### src/rtl/ansi_pkg.sv
package ansi_pkg;

    localparam int CHAR_W = 8;
    localparam int COLOR_W = 4;
    localparam int COUNT_W = 7;

    localparam logic [CHAR_W-1:0] CHAR_ESC = 8'h1B;
    localparam logic [CHAR_W-1:0] CHAR_CSI = 8'h5B;
    localparam logic [CHAR_W-1:0] CHAR_SGR = 8'h6D;
    localparam logic [CHAR_W-1:0] CHAR_SEP = 8'h3B;
    localparam logic [CHAR_W-1:0] CHAR_UPPER_A = 8'h41;
    localparam logic [CHAR_W-1:0] CHAR_UPPER_Z = 8'h5A;
    localparam logic [CHAR_W-1:0] CHAR_LOWER_A = 8'h61;
    localparam logic [CHAR_W-1:0] CHAR_LOWER_Z = 8'h7A;
    localparam logic [CHAR_W-1:0] CHAR_DIGIT_0 = 8'h30;
    localparam logic [CHAR_W-1:0] CHAR_DIGIT_9 = 8'h39;

    localparam logic [CHAR_W-1:0] NUM_FORE_LO = 8'd30;
    localparam logic [CHAR_W-1:0] NUM_BACK_LO = 8'd40;
    localparam logic [CHAR_W-1:0] NUM_BACK_HI = 8'd50;

    localparam logic [COLOR_W-1:0] FORE_RESET = 4'd7;
    localparam logic [COLOR_W-1:0] BACK_RESET = 4'd0;

    typedef struct packed {
        logic               show_valid;
        logic [CHAR_W-1:0]  show_char;
        logic [COLOR_W-1:0] fore_color;
        logic [COLOR_W-1:0] back_color;
        logic               last;
    } result_t;

    // One or two results written into the output queue in the same cycle.
    typedef struct packed {
        logic    push0;
        logic    push1;
        result_t res0;
        result_t res1;
    } push_t;

    // ANSI color index to CGA color index.
    function automatic logic [COLOR_W-1:0] cga_of_ansi(input logic [COLOR_W-1:0] idx);
        logic [COLOR_W-1:0] cga;
        unique case (idx)
            4'd0:    cga = 4'd0;
            4'd1:    cga = 4'd4;
            4'd2:    cga = 4'd2;
            4'd3:    cga = 4'd6;
            4'd4:    cga = 4'd1;
            4'd5:    cga = 4'd5;
            4'd6:    cga = 4'd3;
            4'd7:    cga = 4'd7;
            4'd8:    cga = 4'd8;
            4'd9:    cga = 4'd12;
            4'd10:   cga = 4'd10;
            4'd11:   cga = 4'd14;
            4'd12:   cga = 4'd9;
            4'd13:   cga = 4'd13;
            4'd14:   cga = 4'd11;
            default: cga = 4'd15;
        endcase
        return cga;
    endfunction

    function automatic logic is_letter(input logic [CHAR_W-1:0] c);
        return ((c >= CHAR_UPPER_A) && (c <= CHAR_UPPER_Z)) ||
               ((c >= CHAR_LOWER_A) && (c <= CHAR_LOWER_Z));
    endfunction

    function automatic logic is_decimal(input logic [CHAR_W-1:0] c);
        return (c >= CHAR_DIGIT_0) && (c <= CHAR_DIGIT_9);
    endfunction

endpackage

### src/rtl/ansi_parse_core.sv
module ansi_parse_core #(
    parameter int PARAM_LIMIT = 99
) (
    input  logic                  clk,
    input  logic                  rst_n,
    input  logic                  accept,
    input  logic [7:0]            char_in,
    output ansi_pkg::push_t       push
);
    import ansi_pkg::*;

    localparam logic [1:0] MODE_NORMAL = 2'd0;
    localparam logic [1:0] MODE_ESC    = 2'd1;
    localparam logic [1:0] MODE_SEQ    = 2'd2;
    localparam logic [1:0] MODE_OVER   = 2'd3;

    localparam logic [COUNT_W-1:0] LIMIT = COUNT_W'(PARAM_LIMIT);

    logic [1:0]         mode_reg, mode_next;
    logic [COUNT_W-1:0] param_count_reg, param_count_next;
    logic [CHAR_W-1:0]  number_acc_reg, number_acc_next;
    logic [COLOR_W-1:0] pend_fore_reg, pend_fore_next;
    logic [COLOR_W-1:0] pend_back_reg, pend_back_next;
    logic [COLOR_W-1:0] fore_reg, fore_next;
    logic [COLOR_W-1:0] back_reg, back_next;

    logic [COLOR_W-1:0] applied_fore;
    logic [COLOR_W-1:0] applied_back;
    logic [11:0]        acc_sum;
    logic [CHAR_W-1:0]  acc_sat;
    logic [CHAR_W-1:0]  num_off_fore;
    logic [CHAR_W-1:0]  num_off_back;

    // Effect of the gathered number on the pending colors.
    assign num_off_fore = number_acc_reg - NUM_FORE_LO;
    assign num_off_back = number_acc_reg - NUM_BACK_LO;

    always_comb
    begin
        applied_fore = pend_fore_reg;
        applied_back = pend_back_reg;
        if ((number_acc_reg >= NUM_FORE_LO) && (number_acc_reg < NUM_BACK_LO))
        begin
            applied_fore = cga_of_ansi(num_off_fore[COLOR_W-1:0]);
        end
        else if ((number_acc_reg >= NUM_BACK_LO) && (number_acc_reg < NUM_BACK_HI))
        begin
            applied_back = cga_of_ansi(num_off_back[COLOR_W-1:0]);
        end
    end

    // Times ten as two shifts plus the digit, then saturate at 255.
    assign acc_sum = {1'b0, number_acc_reg, 3'b000} + {3'b000, number_acc_reg, 1'b0}
                   + {4'b0000, char_in - CHAR_DIGIT_0};
    assign acc_sat = (acc_sum > 12'd255) ? 8'hFF : acc_sum[7:0];

    always_comb
    begin
        mode_next        = mode_reg;
        param_count_next = param_count_reg;
        number_acc_next  = number_acc_reg;
        pend_fore_next   = pend_fore_reg;
        pend_back_next   = pend_back_reg;
        fore_next        = fore_reg;
        back_next        = back_reg;
        push.push0       = 1'b0;
        push.push1       = 1'b0;
        push.res0        = '0;
        push.res1        = '0;

        if (accept)
        begin
            push.push0 = 1'b1;
            unique case (mode_reg)
                MODE_NORMAL:
                begin
                    if (char_in == CHAR_ESC)
                    begin
                        mode_next = MODE_ESC;
                    end
                    else
                    begin
                        push.res0.show_valid = 1'b1;
                        push.res0.show_char  = char_in;
                    end
                end
                MODE_ESC:
                begin
                    if (char_in == CHAR_CSI)
                    begin
                        param_count_next = '0;
                        number_acc_next  = '0;
                        pend_fore_next   = fore_reg;
                        pend_back_next   = back_reg;
                        mode_next        = MODE_SEQ;
                    end
                    else
                    begin
                        // A lone escape is shown together with the byte after it.
                        mode_next            = MODE_NORMAL;
                        push.push1           = 1'b1;
                        push.res0.show_valid = 1'b1;
                        push.res0.show_char  = CHAR_ESC;
                        push.res1.show_valid = 1'b1;
                        push.res1.show_char  = char_in;
                    end
                end
                MODE_SEQ:
                begin
                    if (is_letter(char_in))
                    begin
                        if (char_in == CHAR_SGR)
                        begin
                            fore_next = applied_fore;
                            back_next = applied_back;
                        end
                        param_count_next = '0;
                        number_acc_next  = '0;
                        pend_fore_next   = (char_in == CHAR_SGR) ? applied_fore : fore_reg;
                        pend_back_next   = (char_in == CHAR_SGR) ? applied_back : back_reg;
                        mode_next        = MODE_NORMAL;
                    end
                    else if (param_count_reg >= LIMIT)
                    begin
                        mode_next = MODE_OVER;
                    end
                    else
                    begin
                        param_count_next = param_count_reg + 1'b1;
                        if (is_decimal(char_in))
                        begin
                            number_acc_next = acc_sat;
                        end
                        else if (char_in == CHAR_SEP)
                        begin
                            pend_fore_next  = applied_fore;
                            pend_back_next  = applied_back;
                            number_acc_next = '0;
                        end
                    end
                end
                default:
                begin
                    if (is_letter(char_in))
                    begin
                        param_count_next = '0;
                        number_acc_next  = '0;
                        pend_fore_next   = fore_reg;
                        pend_back_next   = back_reg;
                        mode_next        = MODE_NORMAL;
                    end
                end
            endcase

            push.res0.fore_color = fore_next;
            push.res0.back_color = back_next;
            push.res0.last       = ~push.push1;
            push.res1.fore_color = fore_next;
            push.res1.back_color = back_next;
            push.res1.last       = 1'b1;
        end
    end

    always_ff @(posedge clk or negedge rst_n)
    begin
        if (!rst_n)
        begin
            mode_reg        <= MODE_NORMAL;
            param_count_reg <= '0;
            number_acc_reg  <= '0;
            pend_fore_reg   <= FORE_RESET;
            pend_back_reg   <= BACK_RESET;
            fore_reg        <= FORE_RESET;
            back_reg        <= BACK_RESET;
        end
        else
        begin
            mode_reg        <= mode_next;
            param_count_reg <= param_count_next;
            number_acc_reg  <= number_acc_next;
            pend_fore_reg   <= pend_fore_next;
            pend_back_reg   <= pend_back_next;
            fore_reg        <= fore_next;
            back_reg        <= back_next;
        end
    end

endmodule

### src/rtl/ansi_out_queue.sv
module ansi_out_queue (
    input  logic              clk,
    input  logic              rst_n,
    input  ansi_pkg::push_t   push,
    output logic              has_room,
    output logic              out_valid,
    input  logic              out_ready,
    output ansi_pkg::result_t out_res
);
    import ansi_pkg::*;

    localparam int DEPTH = 4;
    localparam int PTR_W = $clog2(DEPTH);
    localparam int CNT_W = $clog2(DEPTH + 1);

    result_t           entry_reg [DEPTH];
    logic [PTR_W-1:0]  wr_ptr_reg, wr_ptr_next;
    logic [PTR_W-1:0]  rd_ptr_reg, rd_ptr_next;
    logic [CNT_W-1:0]  count_reg, count_next;
    logic [PTR_W-1:0]  wr_ptr_plus1;
    logic              pop;
    logic [CNT_W-1:0]  push_n;

    // Room for the two results that one input can cause.
    assign has_room     = (count_reg <= CNT_W'(DEPTH - 2));
    assign out_valid    = (count_reg != '0);
    assign out_res      = entry_reg[rd_ptr_reg];
    assign pop          = out_valid & out_ready;
    assign wr_ptr_plus1 = wr_ptr_reg + 1'b1;
    assign push_n       = CNT_W'(push.push0) + CNT_W'(push.push1);

    always_comb
    begin
        wr_ptr_next = wr_ptr_reg + PTR_W'(push_n);
        rd_ptr_next = rd_ptr_reg + PTR_W'(pop);
        count_next  = count_reg + push_n - CNT_W'(pop);
    end

    always_ff @(posedge clk)
    begin
        if (push.push0)
        begin
            entry_reg[wr_ptr_reg] <= push.res0;
        end
        if (push.push1)
        begin
            entry_reg[wr_ptr_plus1] <= push.res1;
        end
    end

    always_ff @(posedge clk or negedge rst_n)
    begin
        if (!rst_n)
        begin
            wr_ptr_reg <= '0;
            rd_ptr_reg <= '0;
            count_reg  <= '0;
        end
        else
        begin
            wr_ptr_reg <= wr_ptr_next;
            rd_ptr_reg <= rd_ptr_next;
            count_reg  <= count_next;
        end
    end

endmodule

### src/rtl/ansi_color_escape_parser.sv
// Channel   Dir  Payload
// s_*       in   tdata[7:0] char_in
// m_*       out  tdata[7:0] show_char, [11:8] fore_color, [15:12] back_color;
//                tuser[0] show_valid; tlast marks the last result of one input byte
//
// One byte is taken per cycle while the queue has room; its parser state updates at the
// accepting edge and its results can leave on the following cycle. An escape followed
// by a byte other than '[' gives two results, both written into the queue together.
// A four-entry result queue separates the sides; input is taken while two slots are free.
// Reset is asynchronous and restores white on black with the parser in normal mode.
module ansi_color_escape_parser #(
    parameter int PARAM_LIMIT = 99
) (
    input  logic        clk,
    input  logic        rst_n,
    input  logic        s_tvalid,
    output logic        s_tready,
    input  logic [7:0]  s_tdata,   // [7:0] char_in
    output logic        m_tvalid,
    input  logic        m_tready,
    output logic [15:0] m_tdata,   // [7:0] show_char, [11:8] fore_color, [15:12] back_color
    output logic [0:0]  m_tuser,   // [0] show_valid
    output logic        m_tlast
);
    import ansi_pkg::*;

    push_t   push;
    result_t out_res;
    logic    accept;

    assign accept = s_tvalid & s_tready;

    ansi_parse_core #(
        .PARAM_LIMIT (PARAM_LIMIT)
    ) u_core (
        .clk     (clk),
        .rst_n   (rst_n),
        .accept  (accept),
        .char_in (s_tdata),
        .push    (push)
    );

    ansi_out_queue u_queue (
        .clk       (clk),
        .rst_n     (rst_n),
        .push      (push),
        .has_room  (s_tready),
        .out_valid (m_tvalid),
        .out_ready (m_tready),
        .out_res   (out_res)
    );

    assign m_tdata = {out_res.back_color, out_res.fore_color, out_res.show_char};
    assign m_tuser = out_res.show_valid;
    assign m_tlast = out_res.last;

endmodule
### config.mk
export PLATFORM = sky130hd
export DESIGN_NAME = ansi_color_escape_parser
export DESIGN_NICKNAME = d
export VERILOG_FILES = /design/src/rtl/ansi_pkg.sv /design/src/rtl/ansi_parse_core.sv /design/src/rtl/ansi_out_queue.sv /design/src/rtl/ansi_color_escape_parser.sv
export SDC_FILE = /design/constraint.sdc
export NUM_CORES = 1
export LEC_CHECK = 0
export ABC_AREA = 1
export BUFFER_PORTS_ARGS = -buffer_cell sky130_fd_sc_hd__buf_2
export CAP_MARGIN = 30
export CORE_MARGIN = 1.5
export CORE_UTILIZATION = 23
export DETAILED_ROUTE_END_ITERATION = 6
export SKIP_CTS_REPAIR_TIMING = 1
export SYNTH_ARGS = -nofsm -noshare
export SYNTH_HDL_FRONTEND = slang
export SYNTH_HIERARCHICAL = 1
export SYNTH_SLANG_ARGS = --single-unit
### constraint.sdc
create_clock -name clk -period 6.7 [get_ports clk]
set_clock_uncertainty 0.05 [all_clocks]
set_input_delay 0.67 -clock clk [delete_from_list [all_inputs] [get_ports clk]]
set_output_delay 0.67 -clock clk [all_outputs]
set_load 0.03 [all_outputs]
==> results_dict.tcl <==
set metrics [dict create \
    yosysMostFrequentCell "nand2_1" \
    nFillCells 3788 \
    drc_errors 0 \
    cts_made_buffers 9 \
    p_total_mw 2.77 \
    area_growth_pct 9.73 \
    tightest_slew_ns 0.952 \
    drv_slew 0 \
    vias_per_cell 4.35 \
    ir_drop_v 0.000152 \
    synthMuxAreaShare 0 \
    routedWlPerCell_um 12.6 \
    die_h_um 190 \
    first_pass_iters 5 \
    crit_arrival_ns 4.18 \
    cp_max_fo 31 \
    synth-simple-area-share 0.374 \
    grt_usage 0.114 \
    critical_path_class "flop to flop" \
    worst_path_max_delay_cell "nor2_4" \
    largest_reg_flops 72 \
    crit_top_cell "inv_1" \
    synth_top_area_frac 0.270 \
    grt_pass1_wl_mm 32.6 \
    path_cells "a21oi_1 -> nand2_1 -> inv_1 -> inv_1 -> nor2_4 -> ha_1 -> inv_1 -> ha_1 -> inv_1 -> ha_1 -> inv_1 -> fa_1 -> inv_1 -> nand2_1 -> nand3_1 -> nand2_1" \
    synth_top_family_by_area "simple AND/OR/NAND/NOR gates" \
    stdcell_count 1574 \
    rows 68 \
    clock.fmax_mhz 251 \
    hold_viol 0 \
    synth_top_area_cell "edfxtp_1" \
    n_antenna_cell 0 \
    antenna_found_initial 0 \
    required_ns 6.90 \
    drive_gt1_frac 0.0894 \
    ys_top_cells_by_count "nand2_1, inv_1, nand3_1" \
    synth_xor_area_frac 0.0142 \
    dp_cells 1558 \
    clock_tree.root_cell "clkbuf_16" \
    ys_warn_count 6 \
    synth.area.top_cells "edfxtp_1, nand2_1, dfrtp_1, inv_1, nand3_1" \
    rsz0062_at_grt "no" \
    yosysSeqAreaShare 0.395 \
    setup_viol 0 \
    cp_top_family "buffers and inverters" \
    grt_max_degree 39 \
    core-area_um2 34500 \
    seqCellArea_um2 3170 \
    min_path_type "primary input to async pin" \
    overflow 0 \
    relSlewSlack 0.366 \
    synth_adder_area_share 0.0565 \
    nNetsFinal 1158 \
    hpwl_mm 15.1 \
    leakagePower_nw 4.40 \
    synth-seq-cells 112 \
    start_kind "flop" \
    clock_latency_ns 0.36 \
    place_congestion 0.866 \
    cp_slowest_stage_delay_ns 0.68 \
    synthArstFlopShare 0.357 \
    clockBufferDepth 2 \
    post_dp_cell_area_um2 8510 \
    drt_iter0_drc 550 \
    io_pins 32 \
    synth-compound-area-share 0.0331 \
    power_density_nw_per_um2 314 \
    synth_area_um2 8020 \
    detail-route-antenna-nets 0 \
    wl_mm 19.8 \
    fp.dieW_um 190 \
    drv_cap 0 \
    initial_core_util 0.233 \
    vias 6843 \
    clkTransAtPathRegs_ns 0.08 \
    design_area_um2 8800 \
    cts.sinks 112 \
    synth_edf_count 72 \
    finalCritPeriodShare 0.594 \
    status "complete, no violations" \
    critPathBufInv 6 \
    grt_pass1_vias 6414 \
    min_period_ns 3.98 \
    ys.flop_type "edfxtp_1" \
    die_area_um2 36000 \
    synth_cells 1114 \
    htreeDepth 3 \
    cts_tree "done" \
    avgSynthCellArea_um2 7.20 \
    whs_ns 0.285 \
    io_buffers 31 \
    setup_tns_ns 0 \
    synth_cell_types 37 \
    cp-end-kind "flop" \
    multi_input_area_um2 3840 \
    synthesis.nets 1158 \
]
layer usage:
layer	up-vias	track usage	part of all wire
met5	-	0	0
met4	0	0.0406	0.018
met3	22	0.0196	0.056
met2	200	0.183	0.45
met1	3133	0.152	0.47
li1	3488	-	-
power breakdown:
part / internal (mW) / switching, mW / leakage (nW)
combinational: 0.325 / 0.945 / 3.07
sequential: 0.891 / 0.0729 / 1.20
clock: 0.262 / 0.270 / 0.138
total: 1.48 / 1.29 / 4.40
cell usage in the layout, fill, tap and decap left out, drive strengths merged, types with 7 or more instances in the layout:
cell,Yosys,layout
buf,41,37
ha,25,25
nand3,118,118
fa,7,7
clkbuf,7,10
nand4,42,42
a21oi,17,17
o21ai,33,33
xor2,10,10
nand2,450,450
edfxtp,72,72
dfrtp,34,34
nor2,51,51
inv,182,185
through the flow:
step / util / worst slack, ns
floorplan: - / 3.48
global placement: 0.245 / 2.71
detailed placement: 0.247 / 2.56
CTS: 0.255 / 2.70
global route: 0.255 / 2.33
finish: 0.255 / 2.72
worst paths after layout:
path	startpoint	to	depth (start not counted)	slack, ns
min in group clk	u_core/pend_fore_reg[0]	u_core/pend_fore_reg[0]	2	0.42
max in group asynchronous	rst_n	u_core/fore_reg[2]	2	6.10
hold / removal	rst_n	u_core/param_count_reg[6]	2	0.29
setup reg to reg	u_queue/count_reg[0]	u_queue/count_reg[2]	16	2.72
setup / recovery	u_queue/count_reg[0]	u_queue/count_reg[2]	16	2.72
hold reg to reg	u_core/pend_fore_reg[0]	u_core/pend_fore_reg[0]	2	0.42
area by class of cell:
type                       count  share of cell area
clock buffer                  10              0.0260
clock inverter                 6             0.00697
inverter                     184              0.0786
multi-input combinational    770               0.436
sequential                   112               0.360
tap                          455              0.0647
timing repair buffer          37              0.0273
cells by family after synthesis:
group | Yosys count
AND/OR/NAND/NOR | 673
adder cells (fa/ha/maj) | 32
XOR/XNOR | 13
buffers and inverters | 232
flip-flops | 112
AO/OA/AOI/OAI | 52
(Power assumes the default switching activity.)
